$ cat src/hw/rtl/ordered_list_move_to_front_core_defines.svh
// ----------------------------------------------------------------------------
// Assertion macros for the ordered list move-to-front core
// Shared macros for concurrent checks written at the end of the top level.
// ----------------------------------------------------------------------------
`ifndef ORDERED_LIST_MOVE_TO_FRONT_CORE_DEFINES_SVH
`define ORDERED_LIST_MOVE_TO_FRONT_CORE_DEFINES_SVH

// same-cycle implication, checked outside reset
`define OLMTF_ASSERT_IMP(label, clk, rst, ante, cons) \
   label: assert property (@(posedge clk) disable iff (rst) (ante) |-> (cons)) \
      else $error("olmtf check failed");

// next-cycle implication, checked outside reset
`define OLMTF_ASSERT_NEXT(label, clk, rst, ante, cons) \
   label: assert property (@(posedge clk) disable iff (rst) (ante) |=> (cons)) \
      else $error("olmtf check failed");

`endif

$ cat src/hw/rtl/olmtf_pkg.sv
// ----------------------------------------------------------------------------
// olmtf_pkg
// Types and constants shared by the move-to-front list cells and control.
// ----------------------------------------------------------------------------
`timescale 1ns / 1ps
`default_nettype none

package olmtf_pkg;

   localparam int DEPTH   = 64;
   localparam int IDX_W   = (DEPTH > 1) ? $clog2(DEPTH) : 1;
   localparam int CNT_W   = $clog2(DEPTH + 1);
   localparam int VAL_W   = 32;
   localparam int POS_W   = 8;
   localparam int CMP_W   = (POS_W > CNT_W) ? POS_W : CNT_W;
   localparam int OCNT_W  = 7;

   typedef enum logic [2:0] {
      CMD_PUSH_FRONT = 3'd0,
      CMD_PUSH_BACK  = 3'd1,
      CMD_POP_FRONT  = 3'd2,
      CMD_POP_BACK   = 3'd3,
      CMD_INSERT_AT  = 3'd4,
      CMD_REMOVE_AT  = 3'd5,
      CMD_FIND_MTF   = 3'd6
   } cmd_type;

   typedef enum logic [2:0] {
      STS_OK        = 3'd0,
      STS_EMPTY     = 3'd1,
      STS_NOT_FOUND = 3'd2,
      STS_FULL      = 3'd3,
      STS_BAD_POS   = 3'd4
   } status_type;

   typedef enum logic [1:0] {
      ST_IDLE,
      ST_DECODE,
      ST_SCAN,
      ST_DONE
   } state_type;

   typedef enum logic [1:0] {
      CELL_HOLD,
      CELL_SHR,
      CELL_SHL
   } cell_op_type;

   // broadcast to every cell of the chain
   typedef struct packed {
      cell_op_type               op;
      logic [IDX_W-1:0]          lo;
      logic [IDX_W-1:0]          hi;
      logic [IDX_W-1:0]          sel;
      logic signed [VAL_W-1:0]   value;
   } cell_ctl_type;

endpackage

`default_nettype wire

$ cat src/hw/rtl/olmtf_cell.sv
// ----------------------------------------------------------------------------
// olmtf_cell
// One list slot: holds an entry, shifts from either neighbor, compares and
// drives its entry onto the read bus when selected.
// ----------------------------------------------------------------------------
`timescale 1ns / 1ps
`default_nettype none

module olmtf_cell
   import olmtf_pkg::*;
(
   input  wire logic                    clock,
   input  wire logic [IDX_W-1:0]        cell_idx,
   input  wire cell_ctl_type            ctl,
   input  wire logic signed [VAL_W-1:0] left_data,
   input  wire logic signed [VAL_W-1:0] right_data,
   output logic signed [VAL_W-1:0]      entry,
   output logic                         hit,
   output logic signed [VAL_W-1:0]      rd_data
);

   logic signed [VAL_W-1:0] entry_ff;
   logic signed [VAL_W-1:0] entry_in;
   logic                    selected;

   always_comb begin
      entry_in = entry_ff;
      case (ctl.op)
         CELL_SHR: begin
            // open a slot at lo, slide lo..hi-1 one place toward the tail
            if (cell_idx == ctl.lo) begin
               entry_in = ctl.value;
            end else if (cell_idx > ctl.lo && cell_idx <= ctl.hi) begin
               entry_in = left_data;
            end
         end
         CELL_SHL: begin
            // close the slot at lo, pull lo+1..hi one place toward the head
            if (cell_idx >= ctl.lo && cell_idx < ctl.hi) begin
               entry_in = right_data;
            end
         end
         default: begin
            entry_in = entry_ff;
         end
      endcase
   end

   always_ff @(posedge clock) begin
      entry_ff <= entry_in;
   end

   assign selected = (cell_idx == ctl.sel);
   assign entry    = entry_ff;
   assign hit      = selected && (entry_ff == ctl.value);
   assign rd_data  = selected ? entry_ff : '0;

endmodule

`default_nettype wire

$ cat config.mk
export PLATFORM = sky130hd
export DESIGN_NAME = olmtf_cell
export DESIGN_NICKNAME = d
export VERILOG_FILES = /design/src/hw/rtl/ordered_list_move_to_front_core_defines.svh /design/src/hw/rtl/olmtf_pkg.sv /design/src/hw/rtl/olmtf_cell.sv
export SDC_FILE = /design/constraint.sdc
export NUM_CORES = 1
export LEC_CHECK = 0
export ABC_AREA = 1
export BUFFER_PORTS_ARGS = -buffer_cell sky130_fd_sc_hd__buf_4
export CORE_MARGIN = 2
export CORE_UTILIZATION = 40
export DETAILED_ROUTE_END_ITERATION = 12
export PLACE_DENSITY = 0.78
export SLEW_MARGIN = 20
export SYNTH_ARGS = -nofsm -noshare
export SYNTH_HDL_FRONTEND = slang
export SYNTH_SLANG_ARGS = --single-unit
$ cat constraint.sdc
create_clock -name clock -period 2.63 [get_ports clock]
set_clock_uncertainty 0.15 [all_clocks]
set_input_delay 0 -clock clock [delete_from_list [all_inputs] [get_ports clock]]
set_output_delay 0 -clock clock [all_outputs]
set_load 0.05 [all_outputs]
==> metrics.txt <==
setup bufs post-CTS 0; total die area 0.00837 mm²; worst slew pin tran 934 ps; diodes inserted 0; CTS root buf clkbuf_8; Nets 814; H-tree depth 2; via count 3856; CP max stage delay 590 ps; max-slew violation count 0; DR vias/cell 4.96; core area 0.00733 mm²; DIE HEIGHT 91.5 µm; Die X 91.5 µm; Seq cells post-synth 32; max reg flops 32; total track usage 25.7%; Top Ports 188; CP arrival 2020 ps; Starting DRT DRC Count 169; layout cells sized above 1 35.1%; Power Density 360 mW/mm²; post-synthesis cell area 0.00306 mm²; CP Capture Type register; IO Port Bufs 187; Avg Cell Area, Syn 6.99 µm²; Fin Hold WS 330 ps; fin crit period 2150 ps; GRT Residual Overflow 0; Critical Path Start cell_idx[5]; CP max stage cell dlygate4sd3_1; Critical Path End entry[31]$_DFFE_PP_; placed cells 707; Levels on crit path 9; Hold WC Path Type in2reg; Final GP Congestion 0.832; Distinct cells, synth 23; final setup fails 0; critical path cell sequence buf_4 > ha_1 > nand2_2 > nor2_8 > nand3_4 > buf_4 > nand2_1 > a31oi_1 > dlygate4sd3_1; Pre-antenna DRT Iters 5; global-route wire length before repair 17.3 mm; max cap viols 0; fin crit share 81.7%; drc violations 0; fin cells 778; crit path max fanout 32; required time worst endpoint 2500 ps; Synth-to-Final Area Change 69.8%; status finished, final reports clean; TritonCTS clock tree done; CP dominant cell by count buf_4; initial antenna violation count 0; Startpoint Class input pin; critical path's top delay family buffers and inverters; cell count after synthesis 438; Setup CP Type in2reg; largest net degree at the start of global routing 35; Initial Utilization 41.8%; hold path depth 7; Routed WL per cell 14.1 µm; VDD IR-drop max 0.229 mV; max_slew headroom 37.6%; row count 31; post-DP HPWL 7.77 mm; post-route antenna net violation count 0; RSZ-0062 raised after global routing no; clk sinks 32; number of global-route vias before repair 3888; Final Hold Fails 0; total power 1.87 mW; setup TNS 0 ps; Syn Nets 573; Worst Path Buf+Inv 3; Post-Route WL 11.0 mm; Longest Clk Path Bufs 2; Leak 2.68 nW; clock slew at reported path FFs 70 ps; post-synthesis sequential area ratio 31.4%; Num CTS Buffers 5; f_max 465 MHz; yosys warns 0
-- Yosys cell counts, drive strengths merged --
library cell | number | area share [%]
nand4 | 32 | 6.5
a21oi | 3 | 0.49
inv | 70 | 8.6
buf | 20 | 5.1
clkbuf | 4 | 0.49
o211ai | 1 | 0.25
nand3 | 4 | 1.1
xnor2 | 2 | 0.57
nor2 | 99 | 16
nand2 | 106 | 13
a21o | 1 | 0.25
edfxtp | 32 | 31
xor2 | 16 | 4.6
a31oi | 32 | 6.5
o21ai | 4 | 0.65
ha | 12 | 4.9
-- cell families (layout without fill, tap and decap cells) --
logic type,after synthesis,count (layout),share of synthesized area (%)
xor+xnor,18,18,5.15
simple gates,241,241,36.2
buf+inv,94,335,14.2
compound gates,41,41,8.17
flops,32,32,31.4
fa+ha+maj,12,12,4.90
-- worst min-delay path: stages --
cell     delay [ps]
buf_4            90
nor2_1           60
nand2_1          60
nand2_1          40
inv_1            80
nor2_4           40
buf_4           190
-- what timing repair did --
action / 4_1_cts / 5_1_grt
hold buffers: 64 / 0
hold endpoints to repair: 32 / 0
gates resized for setup: 0 / 0
endpoints found under the setup margin: 0 / 0
-- routing by layer --
| metal | up-vias | track usage (%) | wire length, µm | share of wire, % |
|---|---|---|---|---|
| met4 | 0 | 9.09 | 267 | 2.4 |
| met3 | 27 | 5.15 | 931 | 8.5 |
| met2 | 199 | 48.2 | 5650 | 51 |
| met5 | - | 0 | 0 | 0 |
| li1 | 1889 | - | - | - |
| met1 | 1741 | 28.4 | 4120 | 38 |
-- cells in the final DEF (no fill, tap or decap), types with 3 or more instances in the layout --
| cell type | instances |
|---|---|
| a21oi_1 | 3 |
| a31oi_1 | 32 |
| buf_4 | 194 |
| clkbuf_8 | 5 |
| dlygate4sd3_1 | 64 |
| edfxtp_1 | 32 |
| ha_1 | 12 |
| inv_1 | 68 |
| nand2_1 | 104 |
| nand3_1 | 3 |
| nand4_1 | 32 |
| nor2_1 | 66 |
| nor2_2 | 29 |
| nor2_4 | 3 |
| o21ai_0 | 4 |
| xor2_1 | 16 |
-- worst min path at each step --
stage	end	startpoint
after floorplan	entry[0]$_DFFE_PP_	left_data[0]
after global placement	entry[4]$_DFFE_PP_	right_data[4]
after detailed placement	entry[4]$_DFFE_PP_	right_data[4]
after CTS	entry[0]$_DFFE_PP_	ctl[51]
after global routing	entry[20]$_DFFE_PP_	ctl[51]
final	entry[0]$_DFFE_PP_	ctl[51]
-- area by class of cell --
cell class	instances	area, µm²
multi-input cells	312	1680
fillers	588	2130
well taps	99	124
repair buffers	258	2100
inverters	70	263
flip-flops and latches	32	961
clock buffers	6	72.6
clock inverters	1	5.00
-- power breakdown --
group          total, mW  leakage [nW]  switching, mW  internal (mW)
Sequential         0.668         0.299         0.0424          0.625
Clock              0.357        0.0410          0.177          0.180
Combinational      0.848          2.34          0.480          0.369
-- metrics by stage --
step	area (µm²)	setup WS, ps	utilization [%]
CTS	5200	530	70.9
finish	5200	481	70.9
global route	5200	422	70.9
detailed placement	4480	541	61.1
global placement	4480	616	61.1
floorplan	3060	324	-
Note: power is estimated with default switching activity, not from simulation.
