===== config.mk =====
export PLATFORM = sky130hd
export DESIGN_NAME = olmtf_ctrl
export DESIGN_NICKNAME = d
export VERILOG_FILES = /design/src/hw/rtl/ordered_list_move_to_front_core_defines.svh /design/src/hw/rtl/olmtf_pkg.sv /design/src/hw/rtl/olmtf_ctrl.sv
export SDC_FILE = /design/constraint.sdc
export NUM_CORES = 1
export LEC_CHECK = 0
export ABC_CLOCK_PERIOD_IN_PS = 4490
export BUFFER_PORTS_ARGS = -buffer_cell sky130_fd_sc_hd__buf_2
export CORE_MARGIN = 3
export CORE_UTILIZATION = 49
export CTS_BUF_LIST = sky130_fd_sc_hd__clkbuf_4 sky130_fd_sc_hd__clkbuf_8
export DETAILED_ROUTE_END_ITERATION = 8
export GPL_ROUTABILITY_DRIVEN = 0
export PLACE_DENSITY_LB_ADDON = 0.1
export RECOVER_POWER = 100
export REMOVE_ABC_BUFFERS = 1
export SLEW_MARGIN = 15
export SYNTH_ARGS = -nofsm -noshare
export SYNTH_HDL_FRONTEND = slang
export SYNTH_SLANG_ARGS = --single-unit

===== constraint.sdc =====
create_clock -name clock -period 4.49 [get_ports clock]
set_input_delay 0.449 -clock clock [delete_from_list [all_inputs] [get_ports clock]]
set_output_delay 0.449 -clock clock [all_outputs]
set_load 0.005 [all_outputs]

===== src/hw/rtl/ordered_list_move_to_front_core_defines.svh =====
// ----------------------------------------------------------------------------
// Assertion macros for the ordered list move-to-front core
// Shared macros for concurrent checks written at the end of the top level.
// ----------------------------------------------------------------------------
`ifndef ORDERED_LIST_MOVE_TO_FRONT_CORE_DEFINES_SVH
`define ORDERED_LIST_MOVE_TO_FRONT_CORE_DEFINES_SVH

// same-cycle implication, checked outside reset
`define OLMTF_ASSERT_IMP(label, clk, rst, ante, cons) \
   label: assert property (@(posedge clk) disable iff (rst) (ante) |-> (cons)) \
      else $error("olmtf check failed");

// next-cycle implication, checked outside reset
`define OLMTF_ASSERT_NEXT(label, clk, rst, ante, cons) \
   label: assert property (@(posedge clk) disable iff (rst) (ante) |=> (cons)) \
      else $error("olmtf check failed");

`endif


===== src/hw/rtl/olmtf_pkg.sv =====
// ----------------------------------------------------------------------------
// olmtf_pkg
// Types and constants shared by the move-to-front list cells and control.
// ----------------------------------------------------------------------------
`timescale 1ns / 1ps
`default_nettype none

package olmtf_pkg;

   localparam int DEPTH   = 64;
   localparam int IDX_W   = (DEPTH > 1) ? $clog2(DEPTH) : 1;
   localparam int CNT_W   = $clog2(DEPTH + 1);
   localparam int VAL_W   = 32;
   localparam int POS_W   = 8;
   localparam int CMP_W   = (POS_W > CNT_W) ? POS_W : CNT_W;
   localparam int OCNT_W  = 7;

   typedef enum logic [2:0] {
      CMD_PUSH_FRONT = 3'd0,
      CMD_PUSH_BACK  = 3'd1,
      CMD_POP_FRONT  = 3'd2,
      CMD_POP_BACK   = 3'd3,
      CMD_INSERT_AT  = 3'd4,
      CMD_REMOVE_AT  = 3'd5,
      CMD_FIND_MTF   = 3'd6
   } cmd_type;

   typedef enum logic [2:0] {
      STS_OK        = 3'd0,
      STS_EMPTY     = 3'd1,
      STS_NOT_FOUND = 3'd2,
      STS_FULL      = 3'd3,
      STS_BAD_POS   = 3'd4
   } status_type;

   typedef enum logic [1:0] {
      ST_IDLE,
      ST_DECODE,
      ST_SCAN,
      ST_DONE
   } state_type;

   typedef enum logic [1:0] {
      CELL_HOLD,
      CELL_SHR,
      CELL_SHL
   } cell_op_type;

   // broadcast to every cell of the chain
   typedef struct packed {
      cell_op_type               op;
      logic [IDX_W-1:0]          lo;
      logic [IDX_W-1:0]          hi;
      logic [IDX_W-1:0]          sel;
      logic signed [VAL_W-1:0]   value;
   } cell_ctl_type;

endpackage

`default_nettype wire


===== src/hw/rtl/olmtf_ctrl.sv =====
// ----------------------------------------------------------------------------
// olmtf_ctrl
// Command sequencer: decodes a beat, drives the cell chain, walks the
// search one cell a cycle and holds the response register.
// ----------------------------------------------------------------------------
`timescale 1ns / 1ps
`default_nettype none

module olmtf_ctrl
   import olmtf_pkg::*;
(
   input  wire logic                    clock,
   input  wire logic                    reset,
   input  wire logic                    req_tvalid,
   output logic                         req_tready,
   input  wire logic [2:0]              req_tuser,
   input  wire logic signed [VAL_W-1:0] req_value,
   input  wire logic [POS_W-1:0]        req_position,
   output logic                         rsp_tvalid,
   input  wire logic                    rsp_tready,
   output logic signed [VAL_W-1:0]      rsp_result_value,
   output logic [2:0]                   rsp_status,
   output logic [OCNT_W-1:0]            rsp_entry_count,
   output logic                         rsp_is_empty,
   output cell_ctl_type                 ctl,
   input  wire logic                    chain_hit,
   input  wire logic signed [VAL_W-1:0] chain_rd
);

   state_type               state_ff, state_in;
   cmd_type                 cmd_ff, cmd_in;
   logic signed [VAL_W-1:0] val_ff, val_in;
   logic [POS_W-1:0]        pos_ff, pos_in;
   logic [CNT_W-1:0]        count_ff, count_in;
   logic [IDX_W-1:0]        scan_ff, scan_in;
   logic signed [VAL_W-1:0] res_ff, res_in;
   status_type              sts_ff, sts_in;
   logic                    rsp_valid_ff, rsp_valid_in;
   logic signed [VAL_W-1:0] rsp_res_ff, rsp_res_in;
   status_type              rsp_sts_ff, rsp_sts_in;
   logic [CNT_W-1:0]        rsp_cnt_ff, rsp_cnt_in;
   logic [IDX_W-1:0]        ins_idx;
   logic [IDX_W-1:0]        rm_idx;
   logic                    is_full;
   logic                    is_zero;
   logic                    scan_last;

   assign is_full   = (count_ff == CNT_W'(DEPTH));
   assign is_zero   = (count_ff == '0);
   assign scan_last = (CNT_W'(scan_ff) == count_ff - CNT_W'(1));

   // slot to open for a push or insert, clamped to the tail
   always_comb begin
      case (cmd_ff)
         CMD_PUSH_FRONT: ins_idx = '0;
         CMD_PUSH_BACK:  ins_idx = IDX_W'(count_ff);
         default: begin
            if (CMP_W'(pos_ff) > CMP_W'(count_ff)) begin
               ins_idx = IDX_W'(count_ff);
            end else begin
               ins_idx = IDX_W'(pos_ff);
            end
         end
      endcase
   end

   // slot to close for a pop or remove
   always_comb begin
      case (cmd_ff)
         CMD_POP_FRONT: rm_idx = '0;
         CMD_POP_BACK:  rm_idx = IDX_W'(count_ff - CNT_W'(1));
         default:       rm_idx = IDX_W'(pos_ff);
      endcase
   end

   always_comb begin
      state_in     = state_ff;
      cmd_in       = cmd_ff;
      val_in       = val_ff;
      pos_in       = pos_ff;
      count_in     = count_ff;
      scan_in      = scan_ff;
      res_in       = res_ff;
      sts_in       = sts_ff;
      rsp_valid_in = rsp_valid_ff;
      rsp_res_in   = rsp_res_ff;
      rsp_sts_in   = rsp_sts_ff;
      rsp_cnt_in   = rsp_cnt_ff;
      req_tready   = (state_ff == ST_IDLE);
      ctl.op       = CELL_HOLD;
      ctl.lo       = '0;
      ctl.hi       = '0;
      ctl.sel      = '0;
      ctl.value    = val_ff;

      // drop the response once taken
      if (rsp_valid_ff && rsp_tready) begin
         rsp_valid_in = 1'b0;
      end

      case (state_ff)
         ST_IDLE: begin
            if (req_tvalid) begin
               cmd_in   = cmd_type'(req_tuser);
               val_in   = req_value;
               pos_in   = req_position;
               state_in = ST_DECODE;
            end
         end
         ST_DECODE: begin
            res_in   = '0;
            sts_in   = STS_OK;
            state_in = ST_DONE;
            case (cmd_ff)
               CMD_PUSH_FRONT, CMD_PUSH_BACK, CMD_INSERT_AT: begin
                  if (is_full) begin
                     sts_in = STS_FULL;
                  end else begin
                     ctl.op   = CELL_SHR;
                     ctl.lo   = ins_idx;
                     ctl.hi   = IDX_W'(DEPTH - 1);
                     count_in = count_ff + CNT_W'(1);
                  end
               end
               CMD_POP_FRONT, CMD_POP_BACK, CMD_REMOVE_AT: begin
                  if (is_zero) begin
                     sts_in = STS_EMPTY;
                  end else if (cmd_ff == CMD_REMOVE_AT &&
                               CMP_W'(pos_ff) >= CMP_W'(count_ff)) begin
                     sts_in = STS_BAD_POS;
                  end else begin
                     ctl.sel  = rm_idx;
                     res_in   = chain_rd;
                     ctl.op   = CELL_SHL;
                     ctl.lo   = rm_idx;
                     ctl.hi   = IDX_W'(count_ff - CNT_W'(1));
                     count_in = count_ff - CNT_W'(1);
                  end
               end
               CMD_FIND_MTF: begin
                  if (is_zero) begin
                     sts_in = STS_NOT_FOUND;
                  end else begin
                     scan_in  = '0;
                     state_in = ST_SCAN;
                  end
               end
               default: begin
                  sts_in = STS_OK;
               end
            endcase
         end
         ST_SCAN: begin
            ctl.sel = scan_ff;
            if (chain_hit) begin
               // rotate head..hit one place down and put the value at the head
               ctl.op   = CELL_SHR;
               ctl.lo   = '0;
               ctl.hi   = scan_ff;
               res_in   = val_ff;
               state_in = ST_DONE;
            end else if (scan_last) begin
               sts_in   = STS_NOT_FOUND;
               state_in = ST_DONE;
            end else begin
               scan_in = scan_ff + IDX_W'(1);
            end
         end
         ST_DONE: begin
            if (!rsp_valid_ff || rsp_tready) begin
               rsp_valid_in = 1'b1;
               rsp_res_in   = res_ff;
               rsp_sts_in   = sts_ff;
               rsp_cnt_in   = count_ff;
               state_in     = ST_IDLE;
            end
         end
         default: begin
            state_in = ST_IDLE;
         end
      endcase
   end

   always_ff @(posedge clock) begin
      if (reset) begin
         state_ff     <= ST_IDLE;
         count_ff     <= '0;
         rsp_valid_ff <= 1'b0;
      end else begin
         state_ff     <= state_in;
         count_ff     <= count_in;
         rsp_valid_ff <= rsp_valid_in;
      end
   end

   always_ff @(posedge clock) begin
      cmd_ff     <= cmd_in;
      val_ff     <= val_in;
      pos_ff     <= pos_in;
      scan_ff    <= scan_in;
      res_ff     <= res_in;
      sts_ff     <= sts_in;
      rsp_res_ff <= rsp_res_in;
      rsp_sts_ff <= rsp_sts_in;
      rsp_cnt_ff <= rsp_cnt_in;
   end

   assign rsp_tvalid       = rsp_valid_ff;
   assign rsp_result_value = rsp_res_ff;
   assign rsp_status       = rsp_sts_ff;
   assign rsp_entry_count  = OCNT_W'(rsp_cnt_ff);
   assign rsp_is_empty     = (rsp_cnt_ff == '0);

endmodule

`default_nettype wire


==> results.txt <==
Dpl hpwl -> 9.917 mm
Final core utilization -> 62.38%
Net count, final -> 696
Synth Flop Type -> edfxtp_1
Mean area per synthesized cell -> 14.07 µm²
CTS H-tree lvls -> 4
Mapped Area -> 0.005978 mm²
Via count -> 4267
DRC errors left -> 0
R2R depth -> 6
Core area -> 0.01166 mm²
Max Cap Violations -> 3
Critical Path RT -> 4.04 ns
Hold WC Path Type -> input pin to flop
Final Routed Wirelength -> 13.80 mm
Commonest cells after routing, fill and taps aside -> edfxtp_1, buf_2, clkbuf_1
Pre-antenna DRT Iters -> 6
LEAKAGE -> 2.673 nW
Final setup fails -> 0
Maximum root-to-sink buffer count -> 2
Gr usage total -> 20.04%
Initial antenna violation count -> 0
Crit end category -> primary output
Async S/R FF share, synth -> 0%
Violated checks -> capacitance limit, slew limit
CP max FO -> 15
Initial Utilization -> 51.26%
Commonest non-fill, non-tap cell in the layout -> edfxtp_1
Via density -> 5.629
Unique masters post-synth -> 59
Worst-path clk slew -> 0.07 ns
CTS tree -> yes
Hold-critical path depth -> 1
Layout cells sized above 1 -> 24.59%
Num CTS Buffers -> 17
IO Port Bufs -> 176
First-pass GRT wire length -> 20.51 mm
Period minus WS final -> 3.939 ns
Clock skew -> 0.01087 ns
# rows -> 39
Worst-skew pair later-pin latency -> 0.42 ns
Crit share post-route -> 87.73%
Outcome -> finished, violations left
Die width -> 116.5 µm
Post-route ant nets -> 0
Sequential fraction of the synthesis area -> 66.64%
EDFF count, synth -> 126
Number of synthesized register bits -> 136
WP data arrival -> 3.49 ns
CP Launch Type -> flop
Postcts setup bufs -> 0
Max-slew violation count -> 125
Measured slew at the worst slew-check pin -> 2.910 ns
Worst vdd ir -> 401.8 µV
Vias in the first global route -> 4095
Clock Sinks -> 136
Max Clock Freq -> 253.9 MHz
Routed WL per cell -> 18.21 µm
Hold Path Sink -> val_ff[29]
Synth Instances -> 425
Total grt overflow -> 0
RR Endpoint -> res_ff[25]
DIE AREA -> 0.01356 mm²
I/O Pins -> 177
Root Buffer -> clkbuf_8
RSZ-0062 raised after global routing -> false
Pwr Total -> 0.004539 W
Overall die height -> 116.5 µm
Warnings from Yosys -> 0
R2R Path Start -> state_ff[0]
Hold_sp -> req_value[29]
Reg2reg setup slack -> 0.82 ns
Cts repair resizes -> 0
Slew HR -> -94.11%
Largest net degree at the start of global routing -> 44
Area Growth Syn to Fin -> 21.68%
TNS Setup -> 0 ns
Hold Slack -> 0.2000 ns
Setup CP Type -> flop to primary output
Final hold violations -> 0
Hold_buf cts -> 0
Initial DRC count -> 337
Pwr Density -> 624.0 mW/mm²
==> routing by layer <==
layer	part of all wire [%]	vias to the layer above	global-route usage, %	routed length, µm
li1	-	2001	-	-
met2	47	201	31.24	6546
met1	42	2044	26.20	5849
met3	8.4	21	6.477	1157
met4	1.8	0	7.966	249
met5	0	-	0	0
==> Yosys cell counts (3+ instances only) <==
cell type | count | area share [%]
dfxtp_1 | 10 | 3.3
a22o_1 | 34 | 5.0
o211ai_1 | 3 | 0.38
a221o_1 | 4 | 0.67
mux2i_1 | 6 | 1.0
or3_1 | 5 | 0.52
o31ai_1 | 4 | 0.50
nand2_1 | 17 | 1.1
nor2b_1 | 12 | 1.3
o21ai_0 | 8 | 0.67
o22ai_1 | 4 | 0.42
nand3_1 | 8 | 0.67
a211o_1 | 4 | 0.59
ha_1 | 15 | 3.1
xnor2_1 | 12 | 1.8
nand2b_1 | 5 | 0.52
buf_2 | 4 | 0.33
and2_1 | 7 | 0.73
a31oi_1 | 4 | 0.42
nor3_1 | 8 | 0.67
clkbuf_1 | 20 | 1.3
edfxtp_1 | 126 | 63
a21boi_0 | 5 | 0.63
nor2_1 | 20 | 1.3
a21oi_1 | 12 | 1.0
a22oi_1 | 7 | 0.88
inv_1 | 15 | 0.94
xor2_1 | 3 | 0.44
mux2_2 | 3 | 0.57
==> worst max-delay path, cell delays in order, from the launching register on <==
cell,delay (ns)
dfxtp_1,0.55
inv_1,0.17
ha_1,0.33
nor2b_1,0.14
o211ai_1,0.24
a31oi_1,0.16
o21a_1,0.37
or4_1,0.58
inv_1,0.23
a221o_1,0.19
clkbuf_1,0.11
==> cell type report <==
class / instances / area [µm²]
Fill cell: 926 / 4388
Clock inverter: 8 / 96.34
Sequential cell: 136 / 3984
Clock buffer: 24 / 305.3
Tap cell: 143 / 178.9
Antenna cell: 1 / 2.502
Inverter: 15 / 56.30
Timing Repair Buffer: 182 / 817.0
Multi-Input combinational cell: 249 / 1834
==> metrics by stage <==
| stage | instances | setup WS, ns | area (µm²) |
|---|---|---|---|
| finish | 758 | 0.5511 | 7274 |
| CTS | 757 | 0.6044 | 7396 |
| global placement | 725 | 1.227 | 6994 |
| global route | 757 | 0.2778 | 7272 |
| detailed placement | 725 | 1.080 | 6994 |
| floorplan | 400 | 0.1743 | 5872 |
==> how the worst max path moves through the flow <==
stage	cells past startpoint	start	end
floorplan	7	count_ff[4]	res_ff[0]
global placement	9	count_ff[4]	ctl[32]
detailed placement	10	count_ff[1]	ctl[41]
CTS	10	count_ff[1]	ctl[41]
global route	7	state_ff[0]	ctl[39]
finish	10	count_ff[1]	ctl[41]
==> logic make-up (layout without fill, tap and decap cells) <==
group	count (synthesis)	in the layout	share of synthesized area, %
buffers and inverters	40	229	2.721
other	0	1	0
muxes	9	9	1.570
xor gates and xnor gates	16	16	2.574
and+or+nand+nor	104	104	9.649
DFF	136	136	66.64
AOI/OAI and AO/OA	105	105	13.71
adders and majority gates	15	15	3.139
==> state kept, by name, indices dropped and copies added, names as in the netlist <==
| register | flops |
|---|---|
| cmd_ff | 3 |
| count_ff | 7 |
| pos_ff | 8 |
| res_ff | 32 |
| rsp_entry_count | 7 |
| rsp_result_value | 32 |
| rsp_status | 3 |
| rsp_tvalid | 1 |
| scan_ff | 6 |
| state_ff | 2 |
| sts_ff | 3 |
| val_ff | 32 |
==> where the power goes <==
group	internal, W	switching, W	leakage, nW
registers	0.00195	0.000212	1.27
clock network	0.000560	0.000425	0.210
logic	0.000532	0.000860	1.19
total	0.00304	0.00150	2.67
No activity file was read; power rests on OpenSTA's default activity.
